### config.mk
export PLATFORM = sky130hd
export DESIGN_NAME = serial_message_framer_top_flat
export DESIGN_NICKNAME = d
export VERILOG_FILES = /design/src/rtl/smf_pkg.sv /design/src/rtl/smf_if.sv /design/src/rtl/smf_frame_ctl.sv /design/src/rtl/serial_message_framer_top.sv /design/src/flat_wrapper.sv
export VERILOG_INCLUDE_DIRS = /design/src /design/src/rtl
export SDC_FILE = /design/constraint.sdc
export NUM_CORES = 1
export LEC_CHECK = 0
export ABC_AREA = 1
export BUFFER_PORTS_ARGS = -buffer_cell sky130_fd_sc_hd__clkbuf_2
export CAP_MARGIN = 15
export CORE_ASPECT_RATIO = 1.2
export CORE_MARGIN = 8
export CORE_UTILIZATION = 62
export DETAILED_ROUTE_END_ITERATION = 6
export HOLD_SLACK_MARGIN = 0.05
export PLACE_DENSITY = 0.95
export SETUP_SLACK_MARGIN = 0.3
export SYNTH_ARGS = -nofsm -noshare
export SYNTH_HDL_FRONTEND = slang
export SYNTH_SLANG_ARGS = --single-unit
export TNS_END_PERCENT = 30
### constraint.sdc
create_clock -name i_clk -period 5.3 [get_ports i_clk]
set_clock_uncertainty 0.15 [all_clocks]
set_input_delay 1.06 -clock i_clk [delete_from_list [all_inputs] [get_ports i_clk]]
set_output_delay 1.06 -clock i_clk [all_outputs]
set_load 0.01 [all_outputs]
### src/rtl/serial_message_framer_top_macros.svh
// Assertion macros for the serial message framer.
// Used by serial_message_framer_top.sv; the clock and reset names are fixed by that module.
`ifndef SERIAL_MESSAGE_FRAMER_TOP_MACROS_SVH
`define SERIAL_MESSAGE_FRAMER_TOP_MACROS_SVH

// Same-cycle implication, sampled on the rising clock edge, off during reset.
`define SMF_ASSERT_SAME(label, ante, cons, msg) \
    label: assert property (@(posedge i_clk) disable iff (!i_rst_n) (ante) |-> (cons)) \
        else $error(msg);

// Next-cycle implication, sampled on the rising clock edge, off during reset.
`define SMF_ASSERT_NEXT(label, ante, cons, msg) \
    label: assert property (@(posedge i_clk) disable iff (!i_rst_n) (ante) |=> (cons)) \
        else $error(msg);

`endif

### src/rtl/smf_pkg.sv
// Shared types, constants and byte-selection functions of the serial message framer.
// No dependencies; smf_frame_ctl, serial_message_framer_top and the testbench import it.
`timescale 1ns / 1ps

package smf_pkg;

    localparam logic [7:0] BYTE_START = 8'h8F;
    localparam logic [7:0] BYTE_STX   = 8'h02;
    localparam logic [7:0] BYTE_ETX   = 8'h03;
    localparam logic [7:0] BYTE_END   = 8'hCF;

    localparam logic [7:0] TYPE_POST    = 8'h01;
    localparam logic [7:0] TYPE_REPLY   = 8'h02;
    localparam logic [7:0] TYPE_ACK     = 8'h04;
    localparam logic [7:0] TYPE_NACK    = 8'h08;
    localparam logic [7:0] TYPE_UNKNOWN = 8'hFF;

    localparam logic [2:0] KIND_POST  = 3'd0;
    localparam logic [2:0] KIND_REPLY = 3'd1;
    localparam logic [2:0] KIND_ACK   = 3'd2;
    localparam logic [2:0] KIND_NACK  = 3'd3;

    localparam logic FUNC_BEGIN   = 1'b0;
    localparam logic FUNC_PAYLOAD = 1'b1;

    // Positions within a burst. A header burst starts at IDX_START, a payload
    // burst at IDX_BODY; both end at IDX_BODY or, with a trailer, IDX_END.
    localparam logic [2:0] IDX_START = 3'd0;
    localparam logic [2:0] IDX_TYPE  = 3'd1;
    localparam logic [2:0] IDX_LEN   = 3'd2;
    localparam logic [2:0] IDX_BODY  = 3'd3;
    localparam logic [2:0] IDX_ETX   = 3'd4;
    localparam logic [2:0] IDX_CSUM  = 3'd5;
    localparam logic [2:0] IDX_END   = 3'd6;

    // Everything needed to emit the bytes caused by one accepted item.
    typedef struct packed {
        logic       is_payload;
        logic [7:0] type_code;
        logic [7:0] length;
        logic [7:0] data;
        logic [7:0] csum;
        logic       trailer;
    } t_burst;

    function automatic logic [7:0] type_code(input logic [2:0] kind);
        logic [7:0] code;
        case (kind)
            KIND_POST:  code = TYPE_POST;
            KIND_REPLY: code = TYPE_REPLY;
            KIND_ACK:   code = TYPE_ACK;
            KIND_NACK:  code = TYPE_NACK;
            default:    code = TYPE_UNKNOWN;
        endcase
        return code;
    endfunction

    function automatic logic [7:0] burst_byte(input t_burst burst, input logic [2:0] idx);
        logic [7:0] b;
        case (idx)
            IDX_START: b = BYTE_START;
            IDX_TYPE:  b = burst.type_code;
            IDX_LEN:   b = burst.length;
            IDX_BODY:  b = burst.is_payload ? burst.data : BYTE_STX;
            IDX_ETX:   b = BYTE_ETX;
            IDX_CSUM:  b = burst.csum;
            IDX_END:   b = BYTE_END;
            default:   b = BYTE_END;
        endcase
        return b;
    endfunction

    function automatic logic [2:0] burst_last_idx(input t_burst burst);
        return burst.trailer ? IDX_END : IDX_BODY;
    endfunction

endpackage

### src/rtl/smf_if.sv
// Valid/ready channel interfaces for the input items and the frame bytes.
// Depends on nothing; used by serial_message_framer_top.
`timescale 1ns / 1ps

interface smf_in_if;
    logic       valid;
    logic       ready;
    logic       func;
    logic [2:0] mtype;
    logic [7:0] payload_length;
    logic [7:0] data_byte;

    modport source (output valid, func, mtype, payload_length, data_byte, input ready);
    modport sink   (input valid, func, mtype, payload_length, data_byte, output ready);
endinterface

interface smf_out_if;
    logic       valid;
    logic       ready;
    logic [7:0] frame_byte;
    logic       frame_end;
    logic       run_last;

    modport source (output valid, frame_byte, frame_end, run_last, input ready);
    modport sink   (input valid, frame_byte, frame_end, run_last, output ready);
endinterface

### src/rtl/smf_frame_ctl.sv
// Frame state (open flag, remaining count, running checksum) and burst builder.
// Depends on smf_pkg.
`timescale 1ns / 1ps

module smf_frame_ctl
    import smf_pkg::*;
(
    input  logic       i_clk,
    input  logic       i_rst_n,
    input  logic       i_accept,
    input  logic       i_func,
    input  logic [2:0] i_mtype,
    input  logic [7:0] i_payload_length,
    input  logic [7:0] i_data_byte,
    output logic       o_load,
    output t_burst     o_burst
);

    logic       r_in_frame;
    logic [7:0] r_bytes_left;
    logic [7:0] r_xor;
    logic       n_in_frame;
    logic [7:0] n_bytes_left;
    logic [7:0] n_xor;

    logic [7:0] w_xor_next;
    logic [7:0] w_left_next;
    logic       w_close;

    assign w_xor_next  = r_xor ^ i_data_byte;
    assign w_left_next = r_bytes_left - 8'd1;
    assign w_close     = (w_left_next == 8'd0);

    always_comb begin
        n_in_frame   = r_in_frame;
        n_bytes_left = r_bytes_left;
        n_xor        = r_xor;
        o_load       = 1'b0;

        o_burst.is_payload = (i_func == FUNC_PAYLOAD);
        o_burst.type_code  = type_code(i_mtype);
        o_burst.length     = i_payload_length;
        o_burst.data       = i_data_byte;
        o_burst.csum       = 8'h00;
        o_burst.trailer    = (i_payload_length == 8'd0);

        if (i_func == FUNC_BEGIN) begin
            o_load = i_accept;
            if (i_accept) begin
                n_in_frame   = (i_payload_length != 8'd0);
                n_bytes_left = i_payload_length;
                n_xor        = 8'h00;
            end
        end else begin
            // A payload byte outside a frame is dropped without a trace.
            o_burst.csum    = w_xor_next;
            o_burst.trailer = w_close;
            o_load          = i_accept && r_in_frame;
            if (i_accept && r_in_frame) begin
                n_xor        = w_xor_next;
                n_bytes_left = w_left_next;
                n_in_frame   = !w_close;
            end
        end
    end

    always_ff @(posedge i_clk) begin
        if (!i_rst_n) begin
            r_in_frame   <= 1'b0;
            r_bytes_left <= 8'd0;
            r_xor        <= 8'h00;
        end else begin
            r_in_frame   <= n_in_frame;
            r_bytes_left <= n_bytes_left;
            r_xor        <= n_xor;
        end
    end

endmodule

### src/rtl/serial_message_framer_top.sv
// Top level of the serial message framer: input channel, burst register and output register.
// Depends on smf_pkg, smf_if, smf_frame_ctl and serial_message_framer_top_macros.svh.
`timescale 1ns / 1ps
//
// Usage:
// The input channel i_in carries items. A begin item (func 0) opens a frame and
// produces four header bytes: 0x8F, the type code, the length and 0x02. A payload
// item (func 1) produces its own byte and, when it is the last byte of the frame,
// the trailer 0x03, checksum, 0xCF. A begin with length zero produces all seven
// bytes at once. A payload item while no frame is open is accepted and dropped.
// The output channel o_out carries one frame byte per transfer, with frame_end on
// the closing 0xCF and run_last on the final byte caused by each input item.
// The first byte of an item passes through the burst register and then the output
// register before it is offered. While the receiver keeps ready high, one byte leaves
// per cycle; a plain payload item has one result byte, a header four, a trailer three
// more. The burst register frees up in the cycle its last byte moves to the output
// register, so payload items stream at one per cycle while the receiver keeps up.
// When the receiver stalls, the output register holds its byte and the burst
// register waits; input ready drops once the burst register is full.
// Reset (i_rst_n low, synchronous) closes any open frame and empties both registers.
//
`include "serial_message_framer_top_macros.svh"

module serial_message_framer_top
    import smf_pkg::*;
(
    input  logic       i_clk,
    input  logic       i_rst_n,
    smf_in_if.sink     i_in,
    smf_out_if.source  o_out
);

    logic       w_accept;
    logic       w_load;
    t_burst     w_burst;

    // Burst register: the pending bytes of one item and the position within them.
    t_burst     r_burst;
    logic       r_burst_vld;
    logic [2:0] r_idx;

    // Output register facing the receiver.
    logic       r_out_vld;
    logic [7:0] r_out_byte;
    logic       r_out_end;
    logic       r_out_last;

    logic       w_out_load;
    logic       w_burst_done;
    logic [2:0] w_last_idx;

    assign w_last_idx   = burst_last_idx(r_burst);
    assign w_out_load   = r_burst_vld && (!r_out_vld || o_out.ready);
    assign w_burst_done = w_out_load && (r_idx == w_last_idx);

    // Ready whenever the burst register is empty or hands over its last byte now.
    assign i_in.ready = !r_burst_vld || w_burst_done;
    assign w_accept   = i_in.valid && i_in.ready;

    smf_frame_ctl u_frame_ctl (
        .i_clk            (i_clk),
        .i_rst_n          (i_rst_n),
        .i_accept         (w_accept),
        .i_func           (i_in.func),
        .i_mtype          (i_in.mtype),
        .i_payload_length (i_in.payload_length),
        .i_data_byte      (i_in.data_byte),
        .o_load           (w_load),
        .o_burst          (w_burst)
    );

    always_ff @(posedge i_clk) begin
        if (!i_rst_n) begin
            r_burst_vld <= 1'b0;
            r_idx       <= IDX_START;
        end else if (w_load) begin
            r_burst_vld <= 1'b1;
            r_idx       <= w_burst.is_payload ? IDX_BODY : IDX_START;
        end else if (w_burst_done) begin
            r_burst_vld <= 1'b0;
        end else if (w_out_load) begin
            r_idx <= r_idx + 3'd1;
        end
    end

    always_ff @(posedge i_clk) begin
        if (w_load) begin
            r_burst <= w_burst;
        end
    end

    always_ff @(posedge i_clk) begin
        if (!i_rst_n) begin
            r_out_vld <= 1'b0;
        end else if (w_out_load) begin
            r_out_vld <= 1'b1;
        end else if (o_out.ready) begin
            r_out_vld <= 1'b0;
        end
    end

    always_ff @(posedge i_clk) begin
        if (w_out_load) begin
            r_out_byte <= burst_byte(r_burst, r_idx);
            r_out_end  <= (r_idx == IDX_END);
            r_out_last <= (r_idx == w_last_idx);
        end
    end

    assign o_out.valid      = r_out_vld;
    assign o_out.frame_byte = r_out_byte;
    assign o_out.frame_end  = r_out_end;
    assign o_out.run_last   = r_out_last;

    // The closing byte of a frame is always the last byte of its item.
    `SMF_ASSERT_SAME(a_end_is_last, o_out.valid && o_out.frame_end, o_out.run_last, "end w/o last")
    // A new burst is only taken when the previous one is gone or finishing.
    `SMF_ASSERT_SAME(a_no_overwrite, w_load, !r_burst_vld || w_burst_done, "burst overwritten")
    // The position never runs past the end of its burst.
    `SMF_ASSERT_SAME(a_idx_bound, r_burst_vld, r_idx <= w_last_idx, "burst index out of range")
    // A waiting burst keeps its position while the output register is blocked.
    `SMF_ASSERT_NEXT(a_idx_hold, r_burst_vld && !w_out_load, r_idx == $past(r_idx), "index moved")

endmodule

### src/flat_wrapper.sv
// flat-port wrapper written by rule: the top's interface ports become plain ports
module serial_message_framer_top_flat import smf_pkg::*;
  (i_clk, i_rst_n, i_in_valid, i_in_func, i_in_mtype, i_in_payload_length, i_in_data_byte, i_in_ready, o_out_valid, o_out_frame_byte, o_out_frame_end, o_out_run_last, o_out_ready);
  smf_in_if i_in_i ();
  smf_out_if o_out_i ();
  input  logic i_clk;
  input  logic i_rst_n;
  input wire logic [$bits(i_in_i.valid)-1:0] i_in_valid;
  input wire logic [$bits(i_in_i.func)-1:0] i_in_func;
  input wire logic [$bits(i_in_i.mtype)-1:0] i_in_mtype;
  input wire logic [$bits(i_in_i.payload_length)-1:0] i_in_payload_length;
  input wire logic [$bits(i_in_i.data_byte)-1:0] i_in_data_byte;
  output wire logic [$bits(i_in_i.ready)-1:0] i_in_ready;
  output wire logic [$bits(o_out_i.valid)-1:0] o_out_valid;
  output wire logic [$bits(o_out_i.frame_byte)-1:0] o_out_frame_byte;
  output wire logic [$bits(o_out_i.frame_end)-1:0] o_out_frame_end;
  output wire logic [$bits(o_out_i.run_last)-1:0] o_out_run_last;
  input wire logic [$bits(o_out_i.ready)-1:0] o_out_ready;
  assign i_in_i.valid = i_in_valid;
  assign i_in_i.func = i_in_func;
  assign i_in_i.mtype = i_in_mtype;
  assign i_in_i.payload_length = i_in_payload_length;
  assign i_in_i.data_byte = i_in_data_byte;
  assign i_in_ready = i_in_i.ready;
  assign o_out_valid = o_out_i.valid;
  assign o_out_frame_byte = o_out_i.frame_byte;
  assign o_out_frame_end = o_out_i.frame_end;
  assign o_out_run_last = o_out_i.run_last;
  assign o_out_i.ready = o_out_ready;
  serial_message_framer_top u_core (.i_clk(i_clk), .i_rst_n(i_rst_n), .i_in(i_in_i), .o_out(o_out_i));
endmodule
==> results.py, run 1 <==
metrics = {
    "pwr": {
        "p_sw_uw": 295,
        "leakage_nw": 1.34,
        "powerDensity_mw_per_mm2": 352,
        "combPwrFrac_pct": 13.8,
        "swShare_pct": 25.6,
        "p_int_uw": 857,
        "peakVddDrop_uv": 298,
        "clockPowerShare_pct": 35.9,
        "seq_power_share_pct": 50.3,
    },
    "yosys": {
        "synthesis.area_mm2": 0.00288,
        "synthFlopType": "edfxtp_1",
        "syn_inst": 285,
        "syn-mean-instance-area_um2": 10.1,
        "syn_nets": 316,
        "ys_types": 34,
        "ys_seq_elements": 63,
        "ys_async_sr_fraction_pct": 0,
        "yosysSeqAreaShare_pct": 58.1,
        "synth-edff-count": 41,
        "ys_warn_count": 0,
    },
    "min_path": {
        "hold_class": "reg2reg",
        "hold_start": "u_core.u_frame_ctl.r_bytes_left[7]$_SDFFE_PN0P_",
        "min_to": "u_core.u_frame_ctl.r_bytes_left[7]$_SDFFE_PN0P_",
        "holdPathStages": 2,
    },
    "clock_tree": {
        "cts_buffers": 9,
        "clockRootBuffer": "clkbuf_8",
        "cts_hold_buf": 0,
        "cts.repair.resized": 0,
        "cts_tree": "done",
        "htreeDepth": 3,
        "cts_buffer_depth": 2,
        "cts_post_setup_buffers_inserted": 0,
        "clk_transition_reported_paths_ns": 0.07,
        "numClockSinks": 63,
        "clk_latency_ns": 0.33,
    },
    "global_routing": {
        "grt_max_degree": 47,
        "grt_pass1_vias": 2224,
        "grtUsageTotal_pct": 18.3,
        "grt_pass1_wl_um": 10300,
        "antenna_found_initial": 0,
        "gr-total-overflow": 0,
    },
    "sta": {
        "timing.final.crit_share_pct": 58.7,
        "rsz0062_at_grt": "false",
        "drv_slew": 0,
        "period_needed_ns": 3.11,
        "tightest_slew_ns": 0.713,
        "fmax_ghz": 0.322,
        "fin_setup_tns_ns": 0,
        "slew_headroom_pct": 52.5,
        "hold_violations": 0,
        "finalSetupViolations": 0,
    },
    "setup_path": {
        "setup.worst_path.end_class": "output pin",
        "cp.arrival_ns": 1.90,
        "worst-r2r-setup-slack_ns": 3.03,
        "required_ns": 4.09,
        "rr_worst_depth": 10,
        "crit_type": "in2out",
        "path_max_fanout": 12,
        "reg2reg_to": "u_core.u_frame_ctl.r_bytes_left[6]$_SDFFE_PN0P_",
        "r2r-start": "u_core.r_idx[2]$_SDFFE_PN0P_",
        "start_kind": "input port",
    },
    "final_layout": {
        "seq_area_mm2": 0.00167,
        "mostFrequentLayoutCell": "nand2_1",
        "n_fill_cell": 314,
        "instances_no_fill": 386,
        "fin_nets": 354,
        "layout_common_cells": "nand2_1 (61), edfxtp_1 (41), clkbuf_2 (35)",
        "diodes": 0,
        "drive_above_1_share_pct": 22.0,
        "multiInputGateArea_mm2": 0.00106,
        "areaGrowthSynthToFinish_pct": 13.8,
    },
    "die": {
        "placementRows": 27,
        "start_util_pct": 63.6,
        "fp.dieH_um": 90.6,
        "die_w_um": 78.2,
        "die-area_mm2": 0.00709,
        "core-area_mm2": 0.00453,
        "ios": 36,
    },
    "route": {
        "avgViaCountPerCell": 5.69,
        "dr.pass1.iters": 4,
        "postRouteAntennaNets": 0,
        "wire_per_inst_um": 16.2,
        "drc": 0,
        "vias": 2197,
        "wirelength_um": 6240,
        "drtIter0Drc": 220,
    },
    "placed_design": {
        "hpwl_um": 4440,
        "place_congestion": 0.883,
        "io_buffers": 35,
        "dp_cells": 370,
    },
    "run": {
        "cap_violations": 0,
    },
    "run_status": {
        "status": "completed",
    },
}
-- worst max path at each step --
stage                     start          to  slack (ns)  cells after the start
floorplan           o_out_ready  i_in_ready        2.48                      4
global placement    o_out_ready  i_in_ready        2.21                      6
detailed placement  o_out_ready  i_in_ready        2.18                      6
CTS                 o_out_ready  i_in_ready        2.18                      6
global route        o_out_ready  i_in_ready        2.09                      6
finish              o_out_ready  i_in_ready        2.19                      6
-- worst max-delay path: stages --
cell      delay, ns
clkbuf_2       0.07
inv_1          0.06
a21oi_4        0.35
nand2_2        0.12
nand2_4        0.10
clkbuf_2       0.13
-- per-layer routing --
metal  GRT usage, %  vias to the layer above  part of all wire [%]  routed length [µm]
met3           3.29                       17                   6.8                 421
met4           11.5                        0                   2.9                 181
met5              0                        -                     0                   0
met1           20.5                     1018                    38                2360
li1               -                     1056                     -                   -
met2           31.1                      106                    53                3280
-- state kept, by name, summed over array words and instances, names as in the netlist --
signal,cells
u_core.o_out.frame_byte,8
u_core.o_out.frame_end,1
u_core.o_out.run_last,1
u_core.o_out.valid,1
u_core.r_burst,31
u_core.r_burst_vld,1
u_core.r_idx,3
u_core.u_frame_ctl.r_bytes_left,8
u_core.u_frame_ctl.r_in_frame,1
u_core.u_frame_ctl.r_xor,8
-- cell families after synthesis --
| group | Yosys count | synth area share, % |
|---|---|---|
| simple gates | 117 | 18.9 |
| flops | 63 | 58.1 |
| compound gates | 53 | 11.6 |
| buf+inv | 35 | 5.26 |
| xor+xnor | 9 | 2.74 |
| fa+ha+maj | 7 | 3.04 |
| mux | 1 | 0.391 |
-- per-stage QoR --
step	power, mW	cell area, µm²	hold WS (ns)	util [%]	worst slack, ns
after floorplan	0.697	2880	0.291	-	2.48
after global placement	0.734	3080	0.302	68.0	2.21
after detailed placement	0.744	3080	0.311	68.0	2.18
after CTS	1.15	3280	0.322	72.4	2.18
after global routing	1.20	3280	0.353	72.4	2.09
final	1.15	3280	0.324	72.4	2.19
-- cells in the mapped netlist, drive strengths merged, types with 2 or more instances --
| cell type | instances | area share (%) |
|---|---|---|
| buf | 5 | 1.3 |
| nand2 | 71 | 10 |
| a41oi | 2 | 0.61 |
| clkbuf | 3 | 0.39 |
| nor4 | 2 | 0.43 |
| a22o | 3 | 0.91 |
| o21ai | 18 | 3.1 |
| xnor2 | 8 | 2.4 |
| nand3 | 19 | 3.7 |
| edfxtp | 41 | 43 |
| a221oi | 3 | 0.91 |
| ha | 7 | 3.0 |
| inv | 27 | 3.5 |
| nand4 | 2 | 0.43 |
| dfxtp | 22 | 15 |
| nor2 | 22 | 3.5 |
| a21oi | 23 | 5.0 |
-- power groups by stage --
stage | Combinational (mW) | Clock [mW] | Sequential, mW
final | 0.159 | 0.414 | 0.580
after global routing | 0.178 | 0.436 | 0.582
after CTS | 0.158 | 0.416 | 0.579
after detailed placement | 0.155 | 0 | 0.590
after global placement | 0.146 | 0 | 0.587
after floorplan | 0.110 | 0 | 0.588
-- layout make-up --
class                      instances  share of cell area (%)
multi-input combinational        187                    32.2
tap                               58                    2.22
timing repair buffer              35                    5.35
clock buffer                      12                    4.74
inverter                          27                    3.09
clock inverter                     4                    1.34
sequential                        63                    51.0
Power figures use the tool's default switching activity.
==> run 2: changes to the inputs <==
--- a/config.mk
+++ b/config.mk
@@ -11,10 +11,10 @@
 export CAP_MARGIN = 15
 export CORE_ASPECT_RATIO = 1.2
 export CORE_MARGIN = 8
-export CORE_UTILIZATION = 62
+export CORE_UTILIZATION = 57
 export DETAILED_ROUTE_END_ITERATION = 6
 export HOLD_SLACK_MARGIN = 0.05
-export PLACE_DENSITY = 0.95
+export PLACE_DENSITY = 0.91
 export SETUP_SLACK_MARGIN = 0.3
 export SYNTH_ARGS = -nofsm -noshare
 export SYNTH_HDL_FRONTEND = slang
==> constraint.sdc (replaced) <==
create_clock -name i_clk -period 2.9 [get_ports i_clk]
set_clock_uncertainty 0.15 [all_clocks]
set_input_delay 0.58 -clock i_clk [delete_from_list [all_inputs] [get_ports i_clk]]
set_output_delay 0.58 -clock i_clk [all_outputs]
set_load 0.01 [all_outputs]
==> run 2 against run 1 <==
  * Sequential share of layout area down 0.35 points
  * Wire length decreased by 7.5%
  * Setup slack worse by 1.5 ns
  * Register-to-register slack worse by 2.2 ns
  * Cell area rose by 0.69%
  * Combinational power increased by 81%
  * Clock-buffer cell count is 2 higher
  * Die area rose by 7.1%
  * Power is 82% higher
==> results.py, run 2 (synthesis results as in run 1) <==
metrics = {
    "final_layout": {
        "areaGrowthSynthToFinish_pct": 14.6,
        "diodes": 0,
        "fin_nets": 356,
        "drive_above_1_share_pct": 22.7,
        "final_area_mm2": 0.00330,
        "largest_register_ffs": 31,
        "top_register": "u_core.r_burst",
        "layout_common_cells": "nand2_1 (61), edfxtp_1 (41), clkbuf_2 (35)",
        "mostFrequentLayoutCell": "nand2_1",
    },
    "route": {
        "vias": 2142,
        "drc": 0,
        "wirelength_um": 5770,
        "avgViaCountPerCell": 5.49,
        "postRouteAntennaNets": 0,
        "wire_per_inst_um": 14.8,
        "dr.pass1.iters": 4,
        "drtIter0Drc": 134,
    },
    "clock_tree": {
        "cts_buffer_depth": 2,
        "htreeDepth": 3,
        "cts_buffers": 9,
        "clockRootBuffer": "clkbuf_8",
        "cts_post_setup_buffers_inserted": 0,
        "clk_latency_ns": 0.35,
        "cts_tree": "done",
        "cts_hold_buf": 0,
        "cts.repair.resized": 0,
        "clk_transition_reported_paths_ns": 0.07,
        "numClockSinks": 63,
    },
    "die": {
        "start_util_pct": 58.7,
        "placementRows": 28,
        "die_w_um": 80.9,
        "fp.dieH_um": 93.9,
        "die-area_mm2": 0.00759,
        "ios": 36,
        "core-area_mm2": 0.00490,
    },
    "sta": {
        "drv_slew": 0,
        "rsz0062_at_grt": "false",
        "finalSetupViolations": 0,
        "slew_headroom_pct": 54.5,
        "tightest_slew_ns": 0.683,
        "fmax_ghz": 0.460,
        "fin_setup_tns_ns": 0,
        "hold_violations": 0,
        "timing.final.crit_share_pct": 74.9,
        "period_needed_ns": 2.17,
    },
    "pwr": {
        "peakVddDrop_uv": 412,
        "powerDensity_mw_per_mm2": 636,
        "leakage_nw": 1.36,
    },
    "setup_path": {
        "path_max_fanout": 6,
        "cp.arrival_ns": 1.44,
        "crit_type": "reg2out",
        "crit_chain": "nand2_2 > inv_2 > nand3_2 > nand2_2 > nand2_2 > nand2_4 > clkbuf_2",
        "crit_top_cell": "nand2_2",
        "worst_path_max_delay_cell": "dfxtp_1",
        "setup.worst_path.end_class": "output pin",
        "start_kind": "flop",
        "cpPeakStageDelay_ns": 0.43,
        "required_ns": 2.17,
    },
    "global_routing": {
        "gr-total-overflow": 0,
        "grtUsageTotal_pct": 16.7,
        "grt_pass1_vias": 2185,
        "grt_max_degree": 47,
        "antenna_found_initial": 0,
        "grt_pass1_wl_um": 9670,
    },
    "run_status": {
        "status": "completed",
    },
    "run": {
        "cap_violations": 0,
    },
    "placed_design": {
        "hpwl_um": 4130,
        "placed_area_mm2": 0.00309,
        "io_buffers": 35,
        "place_congestion": 0.850,
    },
    "min_path": {
        "hold_class": "in2reg",
    },
}
[run 2: changes by cell type in the layout (fill, tap and decap cells not counted)]
cell | before | now
clkbuf_16 | 0 | 1
clkinv_1 | 1 | 0
buf_4 | 0 | 2
clkbuf_8 | 11 | 12
bufinv_16 | 1 | 0
[run 2: through the flow]
step                      setup slack, ns  power [mW]  hold slack (ns)  cells  utilization (%)
after floorplan                     0.902        1.27            0.291    285                -
after global placement              0.779        1.34            0.301    374             63.1
after detailed placement            0.749        1.36            0.315    374             63.1
after CTS                           0.714        2.11            0.264    390             67.2
after global routing                0.588        2.18            0.262    390             67.2
final                               0.727        2.10            0.279    390             67.2
[run 2: layout make-up]
cell class	count	area, µm²
clock buffers	14	194
clock inverters	2	10.0
fillers	358	1610
inverters	27	101
multi-input cells	187	1060
flip-flops and latches	63	1670
well taps	60	75.1
repair buffers	37	190
[run 2: worst max-delay path: cells and delay by family, from the launching register on]
family | cells | cell delay (ns)
buffers and inverters | 2 | 0.24
DFF | 1 | 0.43
and+or+nand+nor | 5 | 0.43
[run 2: layer usage]
metal	track usage (%)	wire, µm	vias up
met3	3.83	351	17
met2	27.9	2920	80
met4	13.7	212	0
met5	0	0	-
li1	-	-	1053
met1	17.4	2280	992
[run 2: worst paths after layout]
kind | from | endpoint | slack (ns) | cells after the start
setup reg to reg | u_core.r_idx[2]$_SDFFE_PN0P_ | u_core.u_frame_ctl.r_bytes_left[4]$_SDFFE_PN0P_ | 0.80 | 10
setup / recovery | u_core.r_idx[2]$_SDFFE_PN0P_ | i_in_ready | 0.73 | 7
hold reg to reg | u_core.u_frame_ctl.r_bytes_left[7]$_SDFFE_PN0P_ | u_core.u_frame_ctl.r_bytes_left[7]$_SDFFE_PN0P_ | 0.32 | 2
hold / removal | i_in_mtype[2] | u_core.r_burst[31]$_DFFE_PP_ | 0.28 | 1
[run 2: report_power, final]
part	internal [mW]	switching, mW
logic	0.103	0.183
clock network	0.430	0.324
registers	1.03	0.0303
total	1.56	0.538
